## src/hdl/tcw_pkg.sv

```systemverilog
// Package for the text console writer: payload structs, codes and the
// command/status structs between controller and datapath. No dependencies.
`timescale 1ns / 1ps

package tcw_pkg;

  localparam int COLUMNS_DEF = 80;
  localparam int ROWS_DEF    = 25;

  localparam int CHAR_W     = 8;
  localparam int ATTR_W     = 8;
  localparam int CELL_W     = CHAR_W + ATTR_W;
  localparam int POS_W      = 11;
  localparam int IN_COL_W   = 7;
  localparam int IN_ROW_W   = 5;
  localparam int CFG_IDX_W  = 1;
  localparam int CFG_DATA_W = 8;

  localparam logic [CHAR_W-1:0] CH_NEWLINE = 8'd10;
  localparam logic [CHAR_W-1:0] CH_TAB     = 8'd9;
  localparam logic [CHAR_W-1:0] CH_SPACE   = 8'd32;

  localparam logic [ATTR_W-1:0] ATTR_RST      = 8'h07;
  localparam logic              SCROLL_EN_RST = 1'b1;
  localparam logic [CELL_W-1:0] CELL_RST      = 16'h0720;

  typedef enum logic [1:0] {
    KIND_PUT   = 2'd0,
    KIND_MOVE  = 2'd1,
    KIND_READ  = 2'd2,
    KIND_CLEAR = 2'd3
  } kind_e;

  typedef enum logic [CFG_IDX_W-1:0] {
    CFG_TEXT_ATTR = 1'd0,
    CFG_SCROLL_EN = 1'd1
  } cfg_idx_e;

  typedef struct packed {
    kind_e                kind;
    logic [CHAR_W-1:0]    char_code;
    logic [IN_COL_W-1:0]  col;
    logic [IN_ROW_W-1:0]  row;
  } item_t;

  typedef struct packed {
    logic [POS_W-1:0]  cursor_pos;
    logic [CELL_W-1:0] cell_data;
    logic              scrolled;
  } result_t;

  typedef struct packed {
    logic load;
    logic exec;
    logic rd_item;
    logic fill;
    logic fill_init;
    logic scr_prime;
    logic scr_step;
    logic home;
    logic finish;
    logic fin_read;
    logic fin_scrolled;
  } cmd_t;

  typedef struct packed {
    kind_e kind;
    logic  scroll_req;
    logic  cnt_last;
  } status_t;

endpackage

```

## src/hdl/tcw_ctrl.sv

```systemverilog
// Controller FSM of the text console writer: sequences execute, read,
// clear, scroll and the post-reset fill. Depends on tcw_pkg.
`timescale 1ns / 1ps

module tcw_ctrl
  import tcw_pkg::*;
(
  input  logic    clk_i,
  input  logic    rst_ni,
  input  logic    start,
  output logic    busy,
  input  status_t status_i,
  output cmd_t    cmd_o
);

  typedef enum logic [6:0] {
    ST_INIT   = 7'b0000001,
    ST_IDLE   = 7'b0000010,
    ST_EXEC   = 7'b0000100,
    ST_RDWAIT = 7'b0001000,
    ST_CLEAR  = 7'b0010000,
    ST_SPRIME = 7'b0100000,
    ST_SCROLL = 7'b1000000
  } state_e;

  state_e state_q, state_d;

  always_ff @(posedge clk_i or negedge rst_ni) begin
    if (!rst_ni) begin
      state_q <= ST_INIT;
    end else begin
      state_q <= state_d;
    end
  end

  assign busy = (state_q != ST_IDLE);

  always_comb begin
    state_d = state_q;
    cmd_o   = '0;
    case (state_q)
      ST_INIT: begin
        cmd_o.fill      = 1'b1;
        cmd_o.fill_init = 1'b1;
        if (status_i.cnt_last) begin
          state_d = ST_IDLE;
        end
      end
      ST_IDLE: begin
        if (start) begin
          cmd_o.load = 1'b1;
          state_d    = ST_EXEC;
        end
      end
      ST_EXEC: begin
        case (status_i.kind)
          KIND_PUT: begin
            cmd_o.exec = 1'b1;
            if (status_i.scroll_req) begin
              state_d = ST_SPRIME;
            end else begin
              cmd_o.finish = 1'b1;
              state_d      = ST_IDLE;
            end
          end
          KIND_MOVE: begin
            cmd_o.exec   = 1'b1;
            cmd_o.finish = 1'b1;
            state_d      = ST_IDLE;
          end
          KIND_READ: begin
            cmd_o.rd_item = 1'b1;
            state_d       = ST_RDWAIT;
          end
          default: begin
            state_d = ST_CLEAR;
          end
        endcase
      end
      ST_RDWAIT: begin
        cmd_o.finish   = 1'b1;
        cmd_o.fin_read = 1'b1;
        state_d        = ST_IDLE;
      end
      ST_CLEAR: begin
        cmd_o.fill = 1'b1;
        if (status_i.cnt_last) begin
          cmd_o.home   = 1'b1;
          cmd_o.finish = 1'b1;
          state_d      = ST_IDLE;
        end
      end
      ST_SPRIME: begin
        cmd_o.scr_prime = 1'b1;
        state_d         = ST_SCROLL;
      end
      ST_SCROLL: begin
        cmd_o.scr_step = 1'b1;
        if (status_i.cnt_last) begin
          cmd_o.finish       = 1'b1;
          cmd_o.fin_scrolled = 1'b1;
          state_d            = ST_IDLE;
        end
      end
      default: begin
        state_d = ST_INIT;
      end
    endcase
  end

endmodule

```

## config.mk

```make
export PLATFORM = sky130hd
export DESIGN_NAME = tcw_ctrl
export DESIGN_NICKNAME = d
export VERILOG_FILES = /design/src/hdl/tcw_pkg.sv /design/src/hdl/tcw_ctrl.sv
export SDC_FILE = /design/constraint.sdc
export NUM_CORES = 1
export LEC_CHECK = 0
export BUFFER_PORTS_ARGS = -buffer_cell sky130_fd_sc_hd__buf_2
export CORE_AREA = 3 3 40 42
export CTS_BUF_LIST = sky130_fd_sc_hd__clkbuf_8 sky130_fd_sc_hd__clkbuf_16
export CTS_CLUSTER_DIAMETER = 50
export CTS_CLUSTER_SIZE = 24
export DETAILED_ROUTE_END_ITERATION = 16
export DIE_AREA = 0 0 43 45
export PLACE_DENSITY = 0.63
export SYNTH_ARGS = -nofsm -noshare
export SYNTH_HDL_FRONTEND = slang
export SYNTH_SLANG_ARGS = --single-unit
```

## constraint.sdc

```tcl
create_clock -name clk_i -period 1.6 [get_ports clk_i]
set_input_delay 0.48 -clock clk_i [delete_from_list [all_inputs] [get_ports clk_i]]
set_output_delay 0.48 -clock clk_i [all_outputs]
set_load 0.03 [all_outputs]
```

== After elaboration in Yosys (flattened, before gate mapping) ==
Index checks and enable logic that the tools add are counted.
W data, S select, Z words.

* Register bits after elaboration: 7
* Input bits: 7

* Equal/unequal tests: 12
* Mux-type cells: 22
* Reductions and logical operators: 5

{| class="wikitable"
|+ Operators with widths
! operator !! number
|-
| $pmux W7 S5 || 1
|-
| $pmux W6 S3 || 1
|-
| $mux W7 || 2
|-
| $mux W1 || 13
|-
| $eq A7 B1 Y1 const B || 1
|-
| $eq A7 B2 Y1 const B || 1
|-
| $eq A7 B3 Y1 const B || 1
|-
| $eq A7 B4 Y1 const B || 1
|-
| $eq A7 B5 Y1 const B || 1
|-
| $eq A7 B6 Y1 const B || 1
|-
| $eq A7 B7 Y1 const B || 1
|-
| $ne A7 B2 Y1 const B || 1
|-
| $mux W6 || 1
|-
| $mux W2 || 2
|-
| $pmux W1 S4 || 1
|-
| $reduce_or A2 Y1 || 2
|-
| $reduce_or A3 Y1 || 1
|-
| $eq A2 B1 Y1 const B || 1
|-
| $eq A2 B2 Y1 const B || 1
|-
| $logic_not A2 Y1 || 1
|-
| $ne A2 B1 Y1 const B || 1
|-
| $ne A2 B2 Y1 const B || 1
|-
| $pmux W1 S2 || 1
|-
| $reduce_and A2 Y1 || 1
|}

== Longest topological paths before layout ==
Gate-level depths: netlist of run 1.

* Word-level depth: 4
* Gate-level depth with buffers: 5
* Gate-level depth less buffers: 4

== Worst setup path before layout of run 1 ==
OpenSTA, ideal clock, no wires.

* Path type: register -> output
* Start point: register state_q[2]
* End point: output cmd_o[6] in the netlist's numbering
* Data arrival time: 1.560 ns
* Path slack: -0.440 ns
* Cell stages (with the launch flop): 5
* Path buffers: 1
* Path through: dfrtp_1 -> buf_6 -> nor3_2 -> nand2_1 -> nor3b_1

{| class="wikitable"
|+ RTL lines
! element !! RTL line !! text
|-
| start: declaration || tcw_ctrl.sv:26 || <nowiki>state_e state_q, state_d;</nowiki>
|-
| start signal: assignment || tcw_ctrl.sv:32 || <nowiki>state_q <= state_d;</nowiki>
|-
| end: declaration || tcw_ctrl.sv:13 || <nowiki>output cmd_t cmd_o</nowiki>
|}

==> results of run 1 <==
[metrics by stage]
step	TNS [ps]	util [%]	hold WS [ps]	setup slack [ps]	cells
global placement	-930	73.1	320	-149	115
finish	-3110	87.0	74.4	-313	122
detailed placement	-1070	73.1	318	-178	115
floorplan	-433	-	184	-121	60
CTS	-2930	86.5	78.5	-305	121
global route	-3800	87.0	80.3	-368	122
[kinds of logic (layout without fill, tap and decap cells)]
group / Yosys count / in the layout / share of synthesized area (%)
simple gates: 32 / 32 / 37.4
compound gates: 10 / 10 / 14.0
flops: 7 / 7 / 34.1
buf+inv: 7 / 54 / 7.49
xor+xnor: 3 / 3 / 5.07
mux: 1 / 1 / 1.93
[synthesized netlist by cell type]
cell type	n
dfrtp_1	6
and2_1	1
nor2b_1	1
nor3b_1	2
o41ai_1	1
nand3_1	3
nor3_1	1
buf_4	1
nor2b_4	1
nor3_2	3
a221o_1	1
o22ai_1	1
buf_2	1
o2bb2ai_1	1
a22oi_1	1
mux2i_1	1
dfstp_2	1
xor2_1	1
nor2_1	9
nor4b_1	1
and4_4	1
o21ai_2	1
nand2b_1	2
o21bai_1	1
nand4_1	2
nand2_1	3
inv_1	4
o21ai_0	3
and3_1	2
xnor2_1	2
buf_6	1
[routing by layer]
layer	vias to the layer above	share of wire, %
met2	23	50
li1	304	-
met4	0	2.7
met1	297	42
met5	-	0
met3	4	5.6
[what timing repair did]
item	CTS	global route
hold buffers	0	0
resized for setup	35	1
pin swaps	12	6
setup buffers	2	2
setup endpoints to repair	12	12
[final timing paths]
kind / from / end / slack [ps] / depth (start not counted)
max: state_q[5] / cmd_o[1] / -310 / 4
max in group asynchronous: rst_ni / state_q[0] / 1300 / 1
min reg2reg: state_q[0] / state_q[0] / 540 / 2
max reg2reg: state_q[0] / state_q[1] / 70 / 5
min in group clk_i: state_q[0] / state_q[0] / 540 / 2
min: rst_ni / state_q[6] / 70 / 1
[final cells by class]
type                    instances  area [sq um]
clock inverters                 1          3.75
repair buffers                 46           403
flip-flops and latches          7           184
fillers                        65           166
clock buffers                   3          41.3
well taps                      15          18.8
multi-input cells              46           453
inverters                       4          15.0
[worst max-delay path: cells and delay by family (launching register included)]
kind                   cells  cell delay, ps
and+or+nand+nor            3             600
DFF                        1             450
buffers and inverters      1             150
[cell usage in the layout, fill, tap and decap left out, types with 3 or more instances in the layout]
cell type and count:
buf_4 23, buf_6 16, buf_2 6, dfrtp_2 6, nor3_4 4, nor2_4 4, nor2_1 4, inv_1 3
o21ai_0 3, clkbuf_8 3
[power groups by stage]
stage	logic, mW	registers, mW	clock network, mW
after floorplan	0.526	0.287	0
after global placement	0.848	0.278	0
after detailed placement	0.861	0.278	0
after CTS	0.970	0.284	0.242
after global routing	1.07	0.289	0.256
final	1.00	0.283	0.241
==> results.cfg, run 1 <==
[power]
swShare_pct = 40.7
internal-power_mw = 0.904
ir_worst_vdd_v = 0.00118
combPwrFrac_pct = 65.7
total_leakage_power_nw = 0.500
p_seq_share_pct = 18.6
p_sw_mw = 0.621
p_total_mw = 1.52
p_clk_share_pct = 15.8
p_per_area_nw_per_um2 = 1360

[final_layout]
nets = 115
area_growth_pct = 116
drive_gt1_share_pct = 74.8
design_area_sq_um = 1120
largestRegisters = state_q (7)
diodes = 0
top_register = state_q
largest_reg_flops = 7

[cts]
htreeDepth = 1
cts.sinks = 7
clock_path_buffers = 2
cts_tree = yes
root_buffer = clkbuf_8
path_clk_slew_ps = 40
cts_buffers = 3
insertion_delay_ps = 230

[floorplanning]
die-area_sq_um = 1940
fp.dieH_um = 45
fp.dieW_um = 43
start_util_pct = 40.3
core_sq_um = 1280
pin_count = 19
rows = 13

[global_route]
globalRouteTotalUtil_pct = 21.0
overflow = 0
use_met3_pct = 7.17
grt_pass1_wl_um = 3010
grt_max_degree = 8
antenna_found_initial = 0
top_usage_layer = met2
grt_pass1_vias = 676
grtUsageMet1_pct = 25.6
use_met2_pct = 35.9

[timing]
rsz0062_at_grt = true
finalHoldViolCount = 0
finalSetupViolations = 12
min_period_ps = 1910
finalMaxSlewViolations = 0
worst_slew_pin_slew_ps = 288
fin_crit_sh_pct = 120
final.setup.worst_slack_ps = -313
slew-limit-headroom_pct = 80.6
skew_ps = 4.00
fmax_ghz = 0.523

[setup_path]
worst-path-max-fanout = 4
crit_required_ps = 1120
cpMaxStageDelayCell = dfrtp_2
max_stage_delay_ps = 450
end_kind = output port
arrival_ps = 1430
crit_chain = nor2_4, and3_4, nor3b_4, buf_6
critPathLaunchType = flop
crit_type = flop to output port

[synthesis]
yosysUniqueCellTypes = 31
syn_area_sq_um = 518
syn_inst = 60
yosysSeqAreaShare_pct = 34.1
syn-num-nets = 67
yosys_warnings = 0
ys_ff_latch = 7
yosysTopAreaCell = dfrtp_1
synth_area_leaders = dfrtp_1, nor2_1, nor3_2
syn_area_per_cell_sq_um = 8.63
synth_top_cell_area_share_pct = 29.0

[place]
port_buffers = 18
globalplace.congestion = 0.818
dp_hpwl_um = 1270
place_area_sq_um = 940

[drt]
wl_per_cell_um = 14.3
viasPerCell = 5.15
drt-total-wl_um = 1740
final_antenna_net_count = 0
drcViolationCount = 0
drt_pass1_iterations = 3
vias = 628
drt_iter0_markers = 14

[min_path]
worstHoldPathType = input port to async pin

[outcome]
status = complete, but fails checks
failed_checks = setup timing

[flow_run]
maxCapViolCount = 0
(Power assumes the default switching activity.)
==> run 2: changes to the inputs <==
--- a/config.mk
+++ b/config.mk
@@ -5,14 +5,16 @@
 export SDC_FILE = /design/constraint.sdc
 export NUM_CORES = 1
 export LEC_CHECK = 0
+export ABC_AREA = 1
 export BUFFER_PORTS_ARGS = -buffer_cell sky130_fd_sc_hd__buf_2
+export CAP_MARGIN = 20
 export CORE_AREA = 3 3 40 42
 export CTS_BUF_LIST = sky130_fd_sc_hd__clkbuf_8 sky130_fd_sc_hd__clkbuf_16
 export CTS_CLUSTER_DIAMETER = 50
 export CTS_CLUSTER_SIZE = 24
 export DETAILED_ROUTE_END_ITERATION = 16
 export DIE_AREA = 0 0 43 45
-export PLACE_DENSITY = 0.63
+export PLACE_DENSITY = 0.69
 export SYNTH_ARGS = -nofsm -noshare
 export SYNTH_HDL_FRONTEND = slang
 export SYNTH_SLANG_ARGS = --single-unit
==> results.cfg, run 2 <==
[place]
globalplace.congestion = 0.826
place_area_sq_um = 918
dp_hpwl_um = 1340
port_buffers = 18

[synthesis]
synth_most_common_cell = nand2_1
ys_ff_latch = 7
synth_top_cell_area_share_pct = 25.8
yosys_warnings = 0
syn_inst = 84
yosysSeqAreaShare_pct = 30.3
yosysUniqueCellTypes = 17
synth-main-ff-cell = dfrtp_1
synth_top_cells_by_count = nand2_1, nor2_1, inv_1
yosysTopAreaCell = dfrtp_1
syn_area_per_cell_sq_um = 6.94
syn-num-nets = 91
async_flop_share_pct = 100
synth_edf_count = 0
synth_area_leaders = dfrtp_1, nand2_1, nor2_1
syn_area_sq_um = 583

[final_layout]
fin_util_pct = 88.8
layout_common_cells = buf_4, nand2_1, buf_6, nor2_4
drive_gt1_share_pct = 67.4
area_growth_pct = 95.7
largestRegisters = state_q (7)
layout_commonest_cell = buf_4
design_area_sq_um = 1140
largest_reg_flops = 7
nets = 143
diodes = 0
num-fill-cells = 68
top_register = state_q

[setup_path]
crit_type = flop to output port
max_stage_delay_ps = 560
r2r_end = state_q[4]
worstRegToRegCells = 11
critPathLaunchType = flop
end_kind = output port
arrival_ps = 1480
worst-path-max-fanout = 4
crit_required_ps = 1120
r2r_slack_ps = 140
crit_chain = inv_2, nand2_2, nor2_4, nand2_2, nor2_4, nor3_2, nand2_2, buf_6
r2r-start = state_q[0]
cpMaxStageDelayCell = dfstp_2
crit_top_cell = nand2_2

[global_route]
antenna_found_initial = 0
grt_max_degree = 8
grt_pass1_wl_um = 2990
globalRouteTotalUtil_pct = 20.7
overflow = 0
grt_pass1_vias = 719

[floorplanning]
start_util_pct = 45.4
rows = 13
fp.dieW_um = 43
fp.dieH_um = 45
die-area_sq_um = 1940
pin_count = 19
core_sq_um = 1280

[timing]
slew-limit-headroom_pct = 84.5
fin_crit_sh_pct = 122
rsz0062_at_grt = true
final.setup.worst_slack_ps = -356
finalSetupViolations = 12
finalMaxSlewViolations = 0
whs_ps = 85.4
fin_setup_tns_ps = -2590
skew_ps = 3.49
min_period_ps = 1960
worst_slew_pin_slew_ps = 232
finalHoldViolCount = 0
fmax_ghz = 0.511

[drt]
drcViolationCount = 0
drt-total-wl_um = 1940
wl_per_cell_um = 12.9
final_antenna_net_count = 0
drt_pass1_iterations = 6
vias = 715
viasPerCell = 4.77
drt_iter0_markers = 9

[power]
combPwrFrac_pct = 61.7
ir_worst_vdd_v = 0.000952
p_clk_share_pct = 18.5
swShare_pct = 45.4
p_per_area_nw_per_um2 = 1130
p_sw_mw = 0.583
total_leakage_power_nw = 0.589
internal-power_mw = 0.702
p_seq_share_pct = 19.7

[flow_run]
maxCapViolCount = 0

[cts]
cts_tree = yes
cts.sinks = 7
clock_path_buffers = 2
ctsHoldBuffers = 0
insertion_delay_ps = 220
cts_buffers = 3
root_buffer = clkbuf_8
path_clk_slew_ps = 40
htreeDepth = 1

[outcome]
status = complete, but fails checks
failed_checks = setup timing

[min_path]
worstHoldPathType = input port to async pin
==> run 2: cell types whose count changed after synthesis, moves of 4 or more <==
cell	change
inv_1	+5
inv_2	+6
nand2_1	+16
nand2_2	+4
nor2_1	+6
==> run 2: layout make-up <==
| cell class | instances | area [sq um] | share of cell area, % |
|---|---|---|---|
| Clock buffer | 3 | 41.3 | 3.62 |
| Tap cell | 15 | 18.8 | 1.64 |
| Inverter | 15 | 56.3 | 4.93 |
| Timing Repair Buffer | 47 | 387 | 33.9 |
| Sequential cell | 7 | 176 | 15.5 |
| Clock inverter | 1 | 3.75 | 0.329 |
| Multi-Input combinational cell | 62 | 458 | 40.1 |
==> run 2: power groups by stage <==
stage	Combinational (mW)	Clock [mW]	Sequential (mW)
floorplan	0.428	0	0.253
global placement	0.616	0	0.248
detailed placement	0.630	0	0.252
CTS	0.749	0.242	0.251
global route	0.858	0.253	0.256
finish	0.793	0.238	0.253
==> run 2: layer usage <==
metal | up-vias | track usage [%] | part of all wire, %
li1 | 360 | - | -
met1 | 332 | 23.5 | 37
met2 | 21 | 39.8 | 58
met3 | 2 | 2.79 | 4.5
met4 | 0 | 7.23 | 0.62
met5 | - | 0 | 0
==> run 2: how the worst max path moves through the flow <==
stage | start | to | slack, ps | cells past startpoint
after CTS | state_q[0] | cmd_o[8] | -320 | 6
after global placement | state_q[0] | cmd_o[2] | -120 | 8
after global routing | state_q[0] | cmd_o[2] | -400 | 8
after detailed placement | state_q[0] | cmd_o[2] | -150 | 8
final | state_q[0] | cmd_o[2] | -360 | 8
after floorplan | state_q[5] | cmd_o[2] | -100 | 7
==> run 2: timing repair <==
| action | 4_1_cts | 5_1_grt |
|---|---|---|
| resized for setup | 32 | 6 |
| pin swaps | 10 | 3 |
| setup endpoints to repair | 12 | 12 |
| buffers inserted | 5 | 2 |
==> run 2: stage by stage <==
| stage | std cells | power [mW] | setup slack [ps] |
|---|---|---|---|
| 6_report | 150 | 1.29 | -356 |
| 2_1_floorplan | 84 | 0.682 | -101 |
| 3_5_place_dp | 139 | 0.882 | -148 |
| 5_1_grt | 150 | 1.37 | -402 |
| 4_1_cts | 148 | 1.24 | -322 |
| 3_3_place_gp | 139 | 0.864 | -121 |
==> run 2: cell families after synthesis <==
kind of cell / Yosys count / share of synthesized area, %
AOI/OAI and AO/OA: 1 / 1.29
and+or+nand+nor: 61 / 58.8
buffers and inverters: 15 / 9.66
DFF: 7 / 30.3
==> run 2: worst max-delay path: cells and delay by family (launching register included) <==
kind	cells	cell delay, ps
buf+inv	2	190
flops	1	560
simple gates	6	500
==> run 3: changes to the inputs <==
--- a/config.mk
+++ b/config.mk
@@ -9,7 +9,6 @@
 export BUFFER_PORTS_ARGS = -buffer_cell sky130_fd_sc_hd__buf_2
 export CAP_MARGIN = 20
 export CORE_AREA = 3 3 40 42
-export CTS_BUF_LIST = sky130_fd_sc_hd__clkbuf_8 sky130_fd_sc_hd__clkbuf_16
 export CTS_CLUSTER_DIAMETER = 50
 export CTS_CLUSTER_SIZE = 24
 export DETAILED_ROUTE_END_ITERATION = 16
==> results.cfg, run 3 (synthesis results as in run 2) <==
[drt]
wl_per_cell_um = 12.9
viasPerCell = 4.89
drcViolationCount = 0
drt_iter0_markers = 14
final_antenna_net_count = 0
drt_pass1_iterations = 4
vias = 733
drt-total-wl_um = 1930

[setup_path]
arrival_ps = 1510
crit_chain = inv_2, nand2_2, nor2_4, nand2_2, nor2_4, nor3_2, nand2_2, buf_6
critical_path_buf_inv_count = 2
cpMaxStageDelayCell = dfstp_2
critPathLaunch = state_q[0]
end_kind = output port
worstRegToRegCells = 11
r2r-start = state_q[0]
crit_required_ps = 1120
critPathLaunchType = flop
crit_top_cell = nand2_2
cp.depth = 8
crit_type = flop to output port
critical-path-top-delay-family = flip-flops
max_stage_delay_ps = 560
worst-path-max-fanout = 4

[timing]
fin_crit_sh_pct = 124
whs_ps = 57.6
min_period_ps = 1990
finalMaxSlewViolations = 0
worst_slew_pin_slew_ps = 224
slew-limit-headroom_pct = 85.0
finalSetupViolations = 12
fmax_ghz = 0.503
finalHoldViolCount = 0
rsz0062_at_grt = true
skew_ps = 0.760
fin_setup_tns_ps = -2950
final.setup.worst_slack_ps = -388

[floorplanning]
fp.dieW_um = 43
start_util_pct = 45.4
core_sq_um = 1280
fp.dieH_um = 45
pin_count = 19
die-area_sq_um = 1940
rows = 13

[cts]
root_buffer = clkbuf_4
path_clk_slew_ps = 50
clock_path_buffers = 2
insertion_delay_ps = 250
cts_buffers = 3
ctsHoldBuffers = 0
cts.sinks = 7
htreeDepth = 1
cts_tree = yes

[outcome]
failed_checks = setup timing
status = complete, but fails checks

[final_layout]
layout_common_cells = buf_4, nand2_1, buf_6, nor2_4
layout_commonest_cell = buf_4
diodes = 0
num-fill-cells = 80
area_growth_pct = 90.6
top_register = state_q
drive_gt1_share_pct = 67.4
largestRegisters = state_q (7)
nets = 143
largest_reg_flops = 7

[power]
total_leakage_power_nw = 0.575
ir_worst_vdd_v = 0.000957
p_total_mw = 1.21
p_per_area_nw_per_um2 = 1090

[place]
globalplace.congestion = 0.826
dp_hpwl_um = 1340
port_buffers = 18

[global_route]
grt_max_degree = 8
antenna_found_initial = 0
overflow = 0
grt_pass1_vias = 728
grt_pass1_wl_um = 2970
globalRouteTotalUtil_pct = 20.9

[flow_run]
maxCapViolCount = 0

[min_path]
worstHoldPathType = input port to async pin
-- run 3: cell count changes in the layout (fill, tap and decap cells not counted), sizes merged --
| cell | before | now |
|---|---|---|
| inv | 16 | 15 |
| clkbuf | 3 | 4 |
-- run 3: path summary, 6_finish.rpt --
check                              to  slack, ps
min reg2reg                state_q[6]        620
max                          cmd_o[2]       -390
max in group asynchronous  state_q[0]       1310
min                        state_q[4]         60
min in group clk_i         state_q[5]        480
max reg2reg                state_q[4]        130
-- run 3: routing by layer --
| metal | vias up | track usage (%) | routed length (um) |
|---|---|---|---|
| met5 | - | 0 | 0 |
| met4 | 0 | 10.8 | 30 |
| met1 | 335 | 22.7 | 740 |
| li1 | 361 | - | - |
| met3 | 6 | 2.79 | 87 |
| met2 | 31 | 39.5 | 1070 |
-- run 3: final cells by class --
cell class,count,area [sq um],area share [%]
clock buffers,4,26.3,2.36
inverters,15,56.3,5.07
multi-input cells,62,450,40.5
flip-flops and latches,7,176,15.9
well taps,15,18.8,1.69
repair buffers,47,383,34.5
-- run 3: metrics by stage --
step | cells | utilization (%) | instance area [sq um] | setup WS, ps
6_report | 150 | 86.5 | 1110 | -388
5_1_grt | 150 | 86.5 | 1110 | -449
4_1_cts | 148 | 84.0 | 1080 | -353
3_5_place_dp | 139 | 71.5 | 918 | -148
3_3_place_gp | 139 | 71.5 | 918 | -121
2_1_floorplan | 84 | - | 644 | -101
-- run 3: timing repair --
action | CTS | global route
pin swaps | 10 | 2
setup endpoints to repair | 12 | 12
buffers inserted | 5 | 2
gates resized for setup | 32 | 4
-- run 3: worst register-to-register path, delay by kind of cell, from the launching register on --
family | cells | cell delay (ps)
buffers and inverters | 3 | 250
AND/OR/NAND/NOR | 8 | 560
flip-flops | 1 | 560
-- run 3: power breakdown --
group          switching [mW]  internal (mW)  leakage (nW)
combinational           0.487          0.313         0.468
clock                  0.0631         0.0950        0.0150
sequential             0.0327          0.220        0.0926
